===== config.mk =====
export PLATFORM = sky130hd
export DESIGN_NAME = oaht_ram
export DESIGN_NICKNAME = d
export VERILOG_FILES = /design/src/oaht_ram.sv
export SDC_FILE = /design/constraint.sdc
export NUM_CORES = 2
export LEC_CHECK = 0
export ABC_AREA = 1
export BUFFER_PORTS_ARGS = -buffer_cell sky130_fd_sc_hd__buf_2
export CAP_MARGIN = 15
export CORE_ASPECT_RATIO = 0.9
export CORE_MARGIN = 1
export CORE_UTILIZATION = 35
export DETAILED_ROUTE_END_ITERATION = 8
export GPL_TIMING_DRIVEN = 0
export PLACE_DENSITY = 0.54
export SYNTH_ARGS = -nofsm -noshare
export SYNTH_HDL_FRONTEND = slang
export SYNTH_SLANG_ARGS = --single-unit

===== constraint.sdc =====
create_clock -name clock -period 3 [get_ports clock]
set_clock_uncertainty 0.05 [all_clocks]
set_input_delay 0.6 -clock clock [delete_from_list [all_inputs] [get_ports clock]]
set_output_delay 0.6 -clock clock [all_outputs]
set_load 0.05 [all_outputs]

===== src/oaht_ram.sv =====
`default_nettype none
module oaht_ram #(
   parameter int WIDTH = 8,
   parameter int DEPTH = 256
) (
   input  wire logic                     clock,
   input  wire logic                     we,
   input  wire logic [$clog2(DEPTH)-1:0] addr,
   input  wire logic [WIDTH-1:0]         wdata,
   output logic      [WIDTH-1:0]         rdata
);

   logic [WIDTH-1:0] mem_ff [DEPTH];
   logic [WIDTH-1:0] rdata_ff;

   always_ff @(posedge clock) begin
      if (we) begin
         mem_ff[addr] <= wdata;
      end
      rdata_ff <= mem_ff[addr];
   end

   assign rdata = rdata_ff;

endmodule
`default_nettype wire


; ---- After elaboration in Yosys (flattened, before gate mapping)
; Memory sizes are Yosys's and may differ from the RTL's. A register that Yosys moved wholly into a read port is not among the register bits.
; Index checks and enable logic that the tools add are counted.
[totals]
ramBits = 2048
output_inout_bits = 8
input_bits = 18
regBits = 0
n_memories = 1
[op_classes]
mux = 2
[mem_list]
columns = memory, depth, width, rd, rd_ports_with_merged_regs, write_ports, line
row1 = mem_ff, 256, 8, 1, 1, 1, 13  ; logic [WIDTH-1:0] mem_ff [DEPTH];
[op_table]
columns = operator, n
row1 = $mux W1, 2

; ---- Logic depth before layout (Yosys ltp)
[logic_depth]
ltp_word = 2
depth_mapped = 15

; ---- Worst setup path after synthesis
; No wires, ideal clock.
[synth_path]
path_kind = in2reg
from = input addr[1]
to = memory mem_ff[234][0], enable pin
arrival_ps = 2070
n_path_buf = 4
setup_slack_ps = 510
path_stages = 10
cell_sequence = buf_4 inv_4 nor2_8 buf_4 buf_4 inv_2 nor2_1 nand2_1 clkbuf_1 nor2_1
[synth_lines]
columns = element, line
row1 = "start, declared", 8  ; input wire logic [$clog2(DEPTH)-1:0] addr,
row2 = "end, declared", 13
; No word-level cell before the write port.

; ---- Worst setup path in the final report
[layout_path]
from = input addr[0]
to = memory mem_ff[36][1], enable pin
; No word-level cell before the write port.

==> key figures <==
Power
  – Max VDD drop: 0.5165 mV
  – Tot Pwr: slightly above 60,000 uW
  – Pwr dens: between 600 and 700 nW/um^2
  – Leakage: 0.03772 uW

Clocking
  – TritonCTS clock tree: done
  – Root Buffer: clkbuf_16
  – CTS sink cnt: a little over 2,000
  – Clock latency at the later pin of the worst-skew pair: between 800 and 900 ps
  – H-tree Lvls: 4
  – Largest buffer count on any clock path: 3
  – CTS Buf Count: around 210
  – Post-cts hold buffer count: 0
  – Worst-path clk slew: ~60 ps

Yosys
  – YS warnings: 0
  – Top cells by area, synth: edfxtp_1, nand2_1, nor2_1, nand3_1, buf_2
  – Adder-cell share of the synthesized area: 0%
  – Predominant post-synthesis flop cell: edfxtp_1
  – Yosys reg bits: between 2,000 and 2,500
  – Post-synthesis sequential area ratio: just over 70%
  – Synth cell types: 18
  – Post-synth EDFFs: 2,048
  – Mapped Area: 84,860 sq um
  – Ys async rst share: 0%
  – Cell taking the most area after synthesis: edfxtp_1
  – Post-synthesis instance total: 8,021
  – Mux cell area share after synthesis: 0%
  – Simple-gate share of the synthesized area: between 20% and 30%
  – Net Count, Synth: between 8,000 and 9,000
  – Main combinational cell family by area after synthesis: simple AND/OR/NAND/NOR gates
  – Syn Area/Cell: around 11 sq um
  – Synth Area in XOR/XNOR: 0%
  – Post-synthesis compound-gate area fraction: 1.132%
  – Post-synth top area share: 72.47%

Worst setup path
  – CP Max Fanout: 10
  – Critical path depth: 11
  – Crit-path leading delay family: buffers and inverters
  – Crit path top cell by count: buf_6
  – Worst Path Required: between 3000 and 4000 ps
  – Worst path bufs/invs: 7
  – Crit start category: primary input
  – Worst Reg2Reg Path Length in Cells: 12
  – Setup Crit Path Kind: primary input to flop
  – Crit-path cells: buf_2 > buf_6 > buf_4 > buf_6 > buf_6 > nor2_1 > inv_1 > nor2_1 > nand2_1 > buf_2 > nor2_2
  – Critical Path AT: about 3600 ps
  – CP max stage cell: buf_2
  – Worst setup EP type: flop
  – Max stage delay on crit path: ~800 ps

Placement
  – Dpl hpwl: roughly 190,000 um
  – Placed cells: roughly 11,000
  – Port Buffers: 23
  – GPL Wtd Cong: between 0.9 and 1
  – Area after DPL: ~90,000 sq um

Die
  – Rows: approximately 170
  – Chip Width: 521.0 um
  – DIE AREA: 244,400 sq um
  – Starting density of the core: around a third
  – CORE AREA: ~240,000 sq um
  – I/O pin total: 26
  – Die Span Y: 469.1 um

Min path
  – WHS Path Cells: 1
  – HP Class: primary input to flop

Finish
  – Non-Filler Instances: around 12,000
  – Filler cell count: 23,100
  – Synth-to-Final Area Change: 14.01%
  – NumNets Final: approximately 8,300
  – Share of layout cells above drive strength 1: under 10%
  – Design Area, Final: between 90,000 and 100,000 sq um
  – Layout Utilization: 40.12%

GRT
  – First-pass GRT wire length: a little under 400,000 um
  – Initial antenna violation count: 20
  – Number of global-route vias before repair: around 55,000
  – Largest net degree at the start of global routing: 123
  – GRT Total Usage: approximately 22%
  – Grt total ovfl: 0

Timing
  – Final worst-path cycle share: 103.8%
  – Final hold slack: around 140 ps
  – Final setup viols: between 200 and 250
  – Worst setup margin: -112.5 ps
  – Final slew viol count: 0
  – RSZ-0062 raised after global routing: yes
  – Post-route minimum period: 3113 ps
  – Max_slew headroom: 3.143%
  – Hold Violations, Final: 0
  – Max frequency: 0.3213 GHz
  – Slew @ Worst Pin: around 1500 ps

Route
  – Avg Vias per Cell: between 4 and 5
  – Post-DR wirelength/cell: 23.53 um
  – DRT Pass-1 Iters: 6
  – DR vias: ~58,000
  – DRT iter0 DRCs: 6,451
  – Routed WL: around 270,000 um
  – DRC viols: 0
  – DRT antenna net count: 0

Outcome
  – Failing checks: negative setup slack
  – Status: finished with violations

Job
  – Max-cap violations: 0
## final cells by class
type                            count  area [sq um]  share of cell area (%)
Multi-Input combinational cell   5513         21720                   22.45
Clock inverter                    116         960.9                  0.9932
Sequential cell                  2056         61660                   63.73
Antenna cell                        3         7.507                0.007760
Inverter                           35         136.4                  0.1410
Tap cell                         3200          4004                   4.138
Buffer                            416          1943                   2.008
Clock buffer                      272          5633                   5.822
Timing Repair Buffer               42         680.7                  0.7035
## synth_stat cells, types with 8 or more instances
library cell,count
clkbuf_1,170
buf_2,182
buf_1,52
edfxtp_1,2048
nand3_1,188
o21ai_1,119
a21oi_1,32
nand2_1,4770
o21ai_0,41
dfxtp_1,8
nor2_1,361
inv_1,31
## power breakdown
part | internal, uW | total, uW | switching (uW)
logic | 819 | 4090 | 3270
registers | 31700 | 31700 | 16.8
clock network | 14100 | 25400 | 11200
## worst paths after layout
kind	from	endpoint	slack, ps
setup / recovery	addr[0]	mem_ff[36][1]	-110
hold / removal	wdata[2]	mem_ff[22][2]	140
setup reg to reg	mem_ff[154][0]	rdata[0]	610
hold reg to reg	mem_ff[115][4]	rdata[4]	1120
## sequential cells by signal, summed over array words and instances, names as in the netlist
signal  cells
mem_ff   2048
rdata       8
## logic make-up after synthesis
kind of cell           after synthesis
buffers and inverters              452
AOI/OAI and AO/OA                  192
and+or+nand+nor                   5321
DFF                               2056
## what timing repair did
action | CTS | global route
cloned | 0 | 0
endpoints found under the setup margin | 1226 | 649
gates resized for setup | 124 | 95
endpoints found under the hold margin | 0 | 0
setup buffers | 0 | 0
## routing by layer
layer | wire, um | track usage, % | up-vias | part of all wire (%)
li1 | - | - | 26920 | -
met1 | 121200 | 31.60 | 28190 | 44
met2 | 119500 | 33.82 | 2237 | 44
met3 | 24900 | 4.721 | 384 | 9.1
met4 | 8574 | 6.990 | 2 | 3.1
met5 | 13 | 0 | - | 0.0047
## metrics by stage
step	setup WS (ps)	setup TNS (ps)
floorplan	509.7	0
global placement	-3415	-8717360
detailed placement	-1577	-2027060
CTS	-225.5	-7601
global route	-141.8	-10120
finish	-112.5	-6073
## layout by cell type, fill, tap and decap left out, types with 4 or more instances in the layout
cell type	Yosys	layout
nor2_2	0	103
clkbuf_8	0	6
clkbuf_1	170	201
clkinv_1	0	51
inv_1	31	31
buf_1	52	51
dfxtp_1	8	8
inv_6	0	6
nand2_2	0	4
buf_4	6	9
nand2_1	4770	4766
nor2_4	0	35
a21oi_1	32	32
clkinv_2	0	37
o21ai_1	119	119
buf_8	0	11
edfxtp_1	2048	2048
clkbuf_4	0	6
nor2_1	361	223
buf_2	182	189
clkinv_16	0	4
o21ai_0	41	41
clkbuf_2	0	15
clkbuf_16	0	214
buf_6	7	11
buf_16	0	16
inv_16	0	4
bufinv_16	0	10
nand3_1	188	188
Power figures use the tool's default switching activity.
