## src/oaht_pkg.sv

```systemverilog
`default_nettype none
package oaht_pkg;

   localparam int CAPACITY   = 256;
   localparam int KEY_BITS   = 32;
   localparam int VALUE_BITS = 64;
   localparam int IDX_BITS   = $clog2(CAPACITY);
   localparam int COUNT_BITS = IDX_BITS + 1;
   localparam int LIMIT_BITS = 8;
   localparam logic [LIMIT_BITS-1:0] LOAD_LIMIT_RESET = 8'd192;

   typedef enum logic [1:0] {
      ACT_INSERT = 2'd0,
      ACT_FIND   = 2'd1,
      ACT_REMOVE = 2'd2,
      ACT_NONE   = 2'd3
   } action_type;

   typedef enum logic [1:0] {
      SLOT_EMPTY = 2'd0,
      SLOT_USED  = 2'd1,
      SLOT_TOMB  = 2'd2,
      SLOT_BAD   = 2'd3
   } slot_state_type;

   typedef enum logic [1:0] {
      RES_OK     = 2'd0,
      RES_ABSENT = 2'd1,
      RES_FULL   = 2'd2,
      RES_RSVD   = 2'd3
   } result_type;

   typedef struct packed {
      slot_state_type        state;
      logic [KEY_BITS-1:0]   key;
      logic [VALUE_BITS-1:0] value;
   } entry_type;

   localparam int ENTRY_BITS = $bits(entry_type);

   typedef struct packed {
      logic                we;
      logic                set_valid;
      logic [IDX_BITS-1:0] addr;
      entry_type           wdata;
   } mem_req_type;

endpackage
`default_nettype wire

```

## src/oaht_ctrl.sv

```systemverilog
`default_nettype none
module oaht_ctrl import oaht_pkg::*; (
   input  wire logic                  clock,
   input  wire logic                  reset,
   input  wire logic                  start,
   output logic                       busy,
   input  wire logic [1:0]            req_action,
   input  wire logic [31:0]           req_key_id,
   input  wire logic [31:0]           req_key_hash,
   input  wire logic [63:0]           req_value_in,
   input  wire logic [LIMIT_BITS-1:0] load_limit,
   output mem_req_type                mem_req,
   input  wire entry_type             mem_rdata,
   input  wire logic                  mem_valid,
   output logic                       rsp_valid,
   output logic [1:0]                 rsp_status,
   output logic                       rsp_was_new,
   output logic [63:0]                rsp_value_out
);

   typedef enum logic [1:0] {
      ST_IDLE,
      ST_PROBE,
      ST_FINISH
   } state_type;

   state_type             state_ff, state_in;
   action_type            action_ff, action_in;
   logic [KEY_BITS-1:0]   key_ff, key_in;
   logic [VALUE_BITS-1:0] value_ff, value_in;
   logic [IDX_BITS-1:0]   idx_ff, idx_in;
   logic [IDX_BITS-1:0]   cnt_ff, cnt_in;
   logic                  have_tomb_ff, have_tomb_in;
   logic [IDX_BITS-1:0]   tomb_ff, tomb_in;
   logic                  hit_ff, hit_in;
   logic                  found_ff, found_in;
   logic                  slot_empty_ff, slot_empty_in;
   logic [IDX_BITS-1:0]   slot_ff, slot_in;
   logic [VALUE_BITS-1:0] hit_value_ff, hit_value_in;
   logic [COUNT_BITS-1:0] used_ff, used_in;
   logic                  rsp_valid_ff, rsp_valid_in;
   result_type            status_ff, status_in;
   logic                  was_new_ff, was_new_in;
   logic [63:0]           vout_ff, vout_in;

   slot_state_type        probe_state;
   logic                  key_match;

   always_comb begin
      probe_state = mem_valid ? mem_rdata.state : SLOT_EMPTY;
      key_match   = (probe_state == SLOT_USED) && (mem_rdata.key == key_ff);
   end

   always_comb begin
      state_in      = state_ff;
      action_in     = action_ff;
      key_in        = key_ff;
      value_in      = value_ff;
      idx_in        = idx_ff;
      cnt_in        = cnt_ff;
      have_tomb_in  = have_tomb_ff;
      tomb_in       = tomb_ff;
      hit_in        = hit_ff;
      found_in      = found_ff;
      slot_empty_in = slot_empty_ff;
      slot_in       = slot_ff;
      hit_value_in  = hit_value_ff;
      used_in       = used_ff;
      rsp_valid_in  = 1'b0;
      status_in     = status_ff;
      was_new_in    = was_new_ff;
      vout_in       = vout_ff;

      mem_req           = '0;
      mem_req.addr      = idx_ff + IDX_BITS'(1);
      mem_req.wdata     = '{state: SLOT_USED, key: key_ff, value: value_ff};

      unique case (state_ff)
         ST_IDLE: begin
            mem_req.addr = req_key_hash[IDX_BITS-1:0];
            if (start) begin
               action_in    = action_type'(req_action);
               key_in       = req_key_id[KEY_BITS-1:0];
               value_in     = req_value_in[VALUE_BITS-1:0];
               idx_in       = req_key_hash[IDX_BITS-1:0];
               cnt_in       = '0;
               have_tomb_in = 1'b0;
               hit_in       = 1'b0;
               found_in     = 1'b0;
               // skip the probe for unknown actions and lookups in an empty table
               if ((action_type'(req_action) == ACT_NONE) ||
                   ((action_type'(req_action) != ACT_INSERT) && (used_ff == '0))) begin
                  state_in = ST_FINISH;
               end else begin
                  state_in = ST_PROBE;
               end
            end
         end
         ST_PROBE: begin
            if (key_match) begin
               hit_in       = 1'b1;
               found_in     = 1'b1;
               slot_in      = idx_ff;
               hit_value_in = mem_rdata.value;
               state_in     = ST_FINISH;
            end else if (probe_state == SLOT_EMPTY) begin
               found_in      = 1'b1;
               slot_in       = have_tomb_ff ? tomb_ff : idx_ff;
               slot_empty_in = !have_tomb_ff;
               state_in      = ST_FINISH;
            end else if (cnt_ff == '1) begin
               // wrapped all the way round: only a tombstone can take an insert
               found_in      = have_tomb_ff || (probe_state == SLOT_TOMB);
               slot_in       = have_tomb_ff ? tomb_ff : idx_ff;
               slot_empty_in = 1'b0;
               state_in      = ST_FINISH;
            end else begin
               idx_in = idx_ff + IDX_BITS'(1);
               cnt_in = cnt_ff + IDX_BITS'(1);
               if ((probe_state == SLOT_TOMB) && !have_tomb_ff) begin
                  have_tomb_in = 1'b1;
                  tomb_in      = idx_ff;
               end
            end
         end
         ST_FINISH: begin
            mem_req.addr = slot_ff;
            status_in    = RES_ABSENT;
            was_new_in   = 1'b0;
            vout_in      = '0;
            rsp_valid_in = 1'b1;
            state_in     = ST_IDLE;
            case (action_ff)
               ACT_INSERT: begin
                  if (!found_ff) begin
                     status_in = RES_FULL;
                  end else if (hit_ff) begin
                     mem_req.we = 1'b1;
                     status_in  = RES_OK;
                  end else if (!slot_empty_ff) begin
                     mem_req.we = 1'b1;
                     status_in  = RES_OK;
                     was_new_in = 1'b1;
                  end else if (used_ff >= {1'b0, load_limit}) begin
                     status_in = RES_FULL;
                  end else begin
                     mem_req.we        = 1'b1;
                     mem_req.set_valid = 1'b1;
                     used_in           = used_ff + COUNT_BITS'(1);
                     status_in         = RES_OK;
                     was_new_in        = 1'b1;
                  end
               end
               ACT_FIND: begin
                  if (hit_ff) begin
                     status_in = RES_OK;
                     vout_in   = 64'(hit_value_ff);
                  end
               end
               ACT_REMOVE: begin
                  if (hit_ff) begin
                     mem_req.we          = 1'b1;
                     mem_req.wdata.state = SLOT_TOMB;
                     status_in           = RES_OK;
                  end
               end
               default: begin
               end
            endcase
         end
         default: begin
            state_in = ST_IDLE;
         end
      endcase
   end

   always_ff @(posedge clock) begin
      if (reset) begin
         state_ff     <= ST_IDLE;
         used_ff      <= '0;
         rsp_valid_ff <= 1'b0;
      end else begin
         state_ff     <= state_in;
         used_ff      <= used_in;
         rsp_valid_ff <= rsp_valid_in;
      end
      action_ff     <= action_in;
      key_ff        <= key_in;
      value_ff      <= value_in;
      idx_ff        <= idx_in;
      cnt_ff        <= cnt_in;
      have_tomb_ff  <= have_tomb_in;
      tomb_ff       <= tomb_in;
      hit_ff        <= hit_in;
      found_ff      <= found_in;
      slot_empty_ff <= slot_empty_in;
      slot_ff       <= slot_in;
      hit_value_ff  <= hit_value_in;
      status_ff     <= status_in;
      was_new_ff    <= was_new_in;
      vout_ff       <= vout_in;
   end

   assign busy          = (state_ff != ST_IDLE);
   assign rsp_valid     = rsp_valid_ff;
   assign rsp_status    = status_ff;
   assign rsp_was_new   = was_new_ff;
   assign rsp_value_out = vout_ff;

endmodule
`default_nettype wire

```

## config.mk

```make
export PLATFORM = sky130hd
export DESIGN_NAME = oaht_ctrl
export DESIGN_NICKNAME = d
export VERILOG_FILES = /design/src/oaht_pkg.sv /design/src/oaht_ctrl.sv
export SDC_FILE = /design/constraint.sdc
export NUM_CORES = 1
export LEC_CHECK = 0
export ABC_AREA = 1
export BUFFER_PORTS_ARGS = -buffer_cell sky130_fd_sc_hd__buf_2
export CAP_MARGIN = 20
export CORE_MARGIN = 2
export CORE_UTILIZATION = 40
export CTS_CLUSTER_DIAMETER = 40
export DETAILED_ROUTE_END_ITERATION = 8
export PLACE_DENSITY_LB_ADDON = 0.15
export SYNTH_ARGS = -nofsm -noshare
export SYNTH_HDL_FRONTEND = slang
export SYNTH_SLANG_ARGS = --single-unit
```

## constraint.sdc

```tcl
create_clock -name clock -period 6.57 [get_ports clock]
set_input_delay 0.657 -clock clock [delete_from_list [all_inputs] [get_ports clock]]
set_output_delay 0.657 -clock clock [all_outputs]
set_load 0.005 [all_outputs]
```

### Word-level counts from Yosys, hierarchy flattened

Cells that the tools add are included.

| word-level totals | value |
|---|---|
| flip-flop bits (word level) | 277 |
| input port bits | 240 |
| logic and storage cells | 132 |

| cells by class | value |
|---|---|
| add/sub/neg operators | 3 |
| order comparisons | 1 |
| equal/unequal tests | 16 |
| muxes and demuxes | 58 |
| bitwise logic cells | 7 |
| reduce and logical (&&, ||, !) cells | 29 |

Operators by type and width:

| kind | count |
|---|---|
| 2-to-1 mux 8 bit | 12 |
| one-hot mux 8 bit (2 select lines) | 3 |
| == test 32 bit | 1 |
| 2-to-1 mux 2 bit | 16 |
| 2-to-1 mux 1 bit | 21 |
| adder 8 x 1 -> 8 bit (second input constant) | 2 |
| != test 2 bit (second input constant) | 6 |
| AND reduction 6 bit | 2 |
| AND reduction 2 bit | 5 |
| AND reduction 5 bit | 2 |
| adder 9 x 1 -> 9 bit (second input constant) | 1 |
| >= comparator 9 x 8 -> 1 bit | 1 |
| logical NOT 9 bit | 1 |
| AND reduction 3 bit | 3 |
| == test 2 bit (second input constant) | 4 |
| == test 8 bit (second input constant) | 1 |
| one-hot mux 1 bit (2 select lines) | 4 |
| one-hot mux 2 bit (2 select lines) | 2 |
| nonzero test 2 bit | 4 |
| inverter 1 bit | 7 |
| == test 2 x 1 -> 1 bit (second input constant) | 3 |
| logical NOT 2 bit | 3 |
| != test 4 bit (second input constant) | 1 |
| logical AND 1 bit | 3 |
| other kinds (5) | 6 |

### Logic depth before layout (Yosys ltp)

| depth | value |
|---|---|
| word-level depth | 8 |
| depth in mapped cells | 12 |
| depth with buffers taken out | 12 |

### Worst setup path before layout

Ideal clock, no wire load.

| path | value |
|---|---|
| kind | register -> register |
| from | register state_ff[0] |
| to | register found_ff, enable pin |
| setup time | 313 ps |
| arrival | 5532 ps |
| required time | 6257 ps |
| setup slack | 724 ps |
| cell stages (with the launch flop) | 6 |
| buffers on the path | 0 |
| period minus slack after synthesis | 5846 ps |
| cell sequence | dfxtp_1 -> nor2_1 -> inv_1 -> nor2_1 -> inv_1 -> nand3_1 |

| on the way | value |
|---|---|
| longest elaborated chain between the ends | 3 |

Ends and longest elaborated chain:

| what | line | source |
|---|---|---|
| start: declaration | oaht_ctrl.sv:27 | `state_type state_ff, state_in;` |
| start signal: assignment | oaht_ctrl.sv:183 | `state_ff <= state_in;` |
| == test 2 x 1 -> 1 bit / logical NOT 2 bit (equally long branches) | oaht_ctrl.sv:78 | `unique case (state_ff)` |
| != test 4 bit (no line), or another cell as far along | n/a |  |
| AND reduction 3 bit (no line) * | n/a |  |
| end signal: assignment | oaht_ctrl.sv:195 | `found_ff <= found_in;` |
| end: declaration | oaht_ctrl.sv:36 | `logic found_ff, found_in;` |

Mark *: on every way between the ends. The rest lies on a longest branch, timed or not.
A chain may end at the register's enable or synchronous reset.

### Worst setup path in the final report

| path | value |
|---|---|
| from | register state_ff[0] |
| to | register hit_value_ff[29], enable pin |

| on the way | value |
|---|---|
| longest elaborated chain between the ends | 2 |

Ends and longest elaborated chain:

| what | line | source |
|---|---|---|
| == test 2 x 1 -> 1 bit | oaht_ctrl.sv:78 |  |
| AND reduction 2 bit (no line) | n/a |  |
| end signal: assignment | oaht_ctrl.sv:198 | `hit_value_ff <= hit_value_in;` |
| end: declaration | oaht_ctrl.sv:39 | `logic [VALUE_BITS-1:0] hit_value_ff, hit_value_in;` |

No other way between the ends.

==> results.md <==
- Width of the die: 170 um
- Global-route wire length before repair: a little over 40000 um
- Clock root cell: clkbuf_16
- DP Worst Slack: 2.85 ns
- Layout cell share with drive strength beyond 1: 0.362
- Min Clock Period, post-route: between 3 and 4 ns
- H-tree levels: 2
- Peak clock frequency supported by timing: 0.276 GHz
- Highest fanout seen on the critical path: 34
- Initial antenna violation count: 7
- Total wire length after detailed routing: 27800 um
- Count of buffers added by post-CTS timing repair for setup: 0
- Flops & latches, synth: 277
- Number of remaining DRC errors: 0
- Synthesized-area fraction occupied by ao, oa, aoi and oai cells: 0.0245
- Cell Rows: 60
- Floorplan die height: 170 um
- Weighted congestion at the end of routability-driven global placement: 0.819
- Half-perimeter wire length after placement: 20500 um
- Maximum number of pins on one net before global-route repair: 65
- Area added between synthesis and finish: 35.4%
- Worst Path Class, Setup: reg -> reg
- Final-stage net count: roughly 1600
- Setup TNS: 0 ns
- Worst reg2reg path depth: 5
- Hold depth: 1
- Area fraction in and, or, nand and nor cells after synthesis: 0.133
- Critical path data arrival time: between 3 and 4 ns
- Synthesized instance count: 881
- CTS Hold Bufs: 0
- Post-synth design cell area: 11000 um^2
- Reg-to-reg critical path startpoint: state_ff[0]
- Area of the die: about 29000 um^2
- Routed met3 length: 3230 um
- Number of buffer cells added on primary ports: 392
- Area of the core: between 20000 and 30000 um^2
- Overall Global Routing Usage: 0.189
- Ys Warns: 0
- Result of the run: finished clean
- Synth async-reset ratio: 0
- RSZ-0062 raised after global routing: false
- Number of max-capacitance violations reported: 0
- Synthesized netlist net count: 1137
- Clock net sink count: 277
- Length of routed met2 wiring: 13600 um
- Number of max-slew violations in the final report: 0
- Via count of the first global-routing pass: just under 8000
- Final-report setup violation count: 0
- Share of synthesized area spent on multiplexers: 0
- Worst-margin pin slew: 0.888 ns
- TritonCTS clock tree: yes
- Number of flops mapped to enable cells by yosys: around 270
- Initial core utilization: 0.407
- Clock insertion delay at the later pin of the skew report: 0.52 ns
- Seq/Total Area, Yosys: 0.747
- Clk slew on worst S/H paths: 0.05 ns
- Worst path required time: 6.72 ns
- R2R Setup Slk: around 3.0 ns
- Routed length per placed instance: 16.4 um
- Relative slew slack: 0.407
- Worst Hold End: value_ff[22]
- Post-route fraction of the period consumed by the critical path: 0.551
- Mean instance size in the synthesized netlist: 12.5 um^2
- Residual overflow from global routing: 0
- Number of different library cells in the post-synthesis netlist: 34
- Area share of xor/xnor cells in the synthesized design: 0.0191
- Final hold violation count: 0
- Kind of start point of the critical path: flop
- ANT nets after route: 0
- Highest routing layer actually used: met5
- PnR worst setup slack: approximately 3.0 ns
- Source of the worst hold timing path: req_value_in[22]
- Area share of the leading cell type in the synthesized netlist: 0.725
- Vias post-DR: 7733
- Clock Skews: 0.0192 ns
- Arithmetic-cell share of the synthesized area counting full adders, half adders and majority gates: 0.0182
- Resize count post-CTS: 0
- P_leak: a little under 7 nW
- Num CTS Buffers: 42
- Main flop type after synthesis: edfxtp_1
- Largest family of logic cells by synthesized area: simple AND/OR/NAND/NOR gates
- CTS Buffer Depth: 3
- Main area contributors after synthesis: edfxtp_1, nand2_1, inv_1, nor2_1, dfxtp_1
- Initial DRC count: 509
- Power density cells: just over 300 nW/um^2
- Crit path capture type: flop
- Metal1 wirelength: 10300 um
- Worst vdd rail ir drop: 213 uV
- Ports: 417
- Cell taking the most area after synthesis: edfxtp_1
- Drt pass-1 iters: 5
- Post-DR vias/cell: 4.57
- Reg2Reg Capture Point: hit_value_ff[29]
- Path class of the lowest-slack min-delay path: in -> reg
## worst max-delay path: stages (launching register included)
cell	delay, ns
dfxtp_1	0.45
inv_1	0.21
nor2_1	0.59
inv_1	0.55
nor2_4	0.83
buf_4	0.55
## layout make-up
class                      count  area (um^2)
tap                          341          427
antenna                        6         15.0
multi-input combinational    437         2170
clock buffer                  47         1130
inverter                     154          579
sequential                   277         8200
clock inverter                31          318
timing repair buffer         399         2030
fill                        2331        12100
## through the flow
step	utilization	total power (W)	cells	hold slack, ns	cell area (um^2)
2_1_floorplan	-	0.00222	881	0.473	11000
3_3_place_gp	0.496	0.00239	1607	0.503	13400
3_5_place_dp	0.496	0.00239	1607	0.507	13400
4_1_cts	0.550	0.00467	1685	0.280	14800
5_1_grt	0.551	0.00479	1688	0.282	14900
6_report	0.551	0.00461	1692	0.312	14900
## sequential cells by signal (all words and copies together) (netlist names)
| signal | count |
|---|---|
| action_ff | 2 |
| cnt_ff | 8 |
| found_ff | 1 |
| have_tomb_ff | 1 |
| hit_ff | 1 |
| hit_value_ff | 64 |
| idx_ff | 8 |
| key_ff | 32 |
| rsp_status | 2 |
| rsp_valid | 1 |
| rsp_value_out | 64 |
| rsp_was_new | 1 |
| slot_empty_ff | 1 |
| slot_ff | 8 |
| state_ff | 2 |
| tomb_ff | 8 |
| used_ff | 9 |
| value_ff | 64 |
## placed cells by master (no fill, tap or decap), drive strengths merged, types with 12 or more instances in the layout
master and count:
nor2 120, nand4 15, a21oi 21, xnor2 17, dfxtp 12, inv 160
o21ai 15, nand2 170, clkinv 16, buf 399, clkbuf 47, ha 16
nand3 31, edfxtp 265
## report_power, final
group | internal (W) | leakage [nW] | switching [W]
Combinational | 0.000130 | 3.43 | 0.000170
Sequential | 0.00202 | 2.62 | 0.0000323
Clock | 0.00145 | 0.705 | 0.000803
## layer usage
metal / GRT usage / vias up
li1: - / 3808
met1: 0.214 / 3534
met2: 0.323 / 333
met3: 0.0777 / 54
met4: 0.0676 / 4
met5: 0 / -
## logic make-up after synthesis
group,after synthesis
compound gates,47
buf+inv,167
simple gates,350
flops,277
xor+xnor,24
fa+ha+maj,16
## cells in the mapped netlist, types with 2 or more instances
cell      instances
nor3_1            8
ha_1             16
buf_2             2
xnor2_1          17
a21oi_2           2
nand3_1          29
dfxtp_1          12
nand4_2           2
o21ai_0          15
inv_1           152
nor2_1          116
edfxtp_1        265
nand4_1          13
o211ai_1          6
or2_2             4
nand2_1         169
clkbuf_1          9
nor2_2            3
xor2_1            7
a22oi_1           2
a21oi_1          19
## how the worst max path moves through the flow
stage	cells after the start	startpoint	endpoint
4_1_cts	8	state_ff[1]	mem_req[107]
2_1_floorplan	5	state_ff[0]	found_ff
5_1_grt	5	state_ff[0]	hit_value_ff[27]
6_report	5	state_ff[0]	hit_value_ff[29]
3_5_place_dp	5	state_ff[0]	hit_value_ff[24]
3_3_place_gp	5	state_ff[0]	hit_value_ff[24]
No activity file was read; power rests on OpenSTA's default activity.
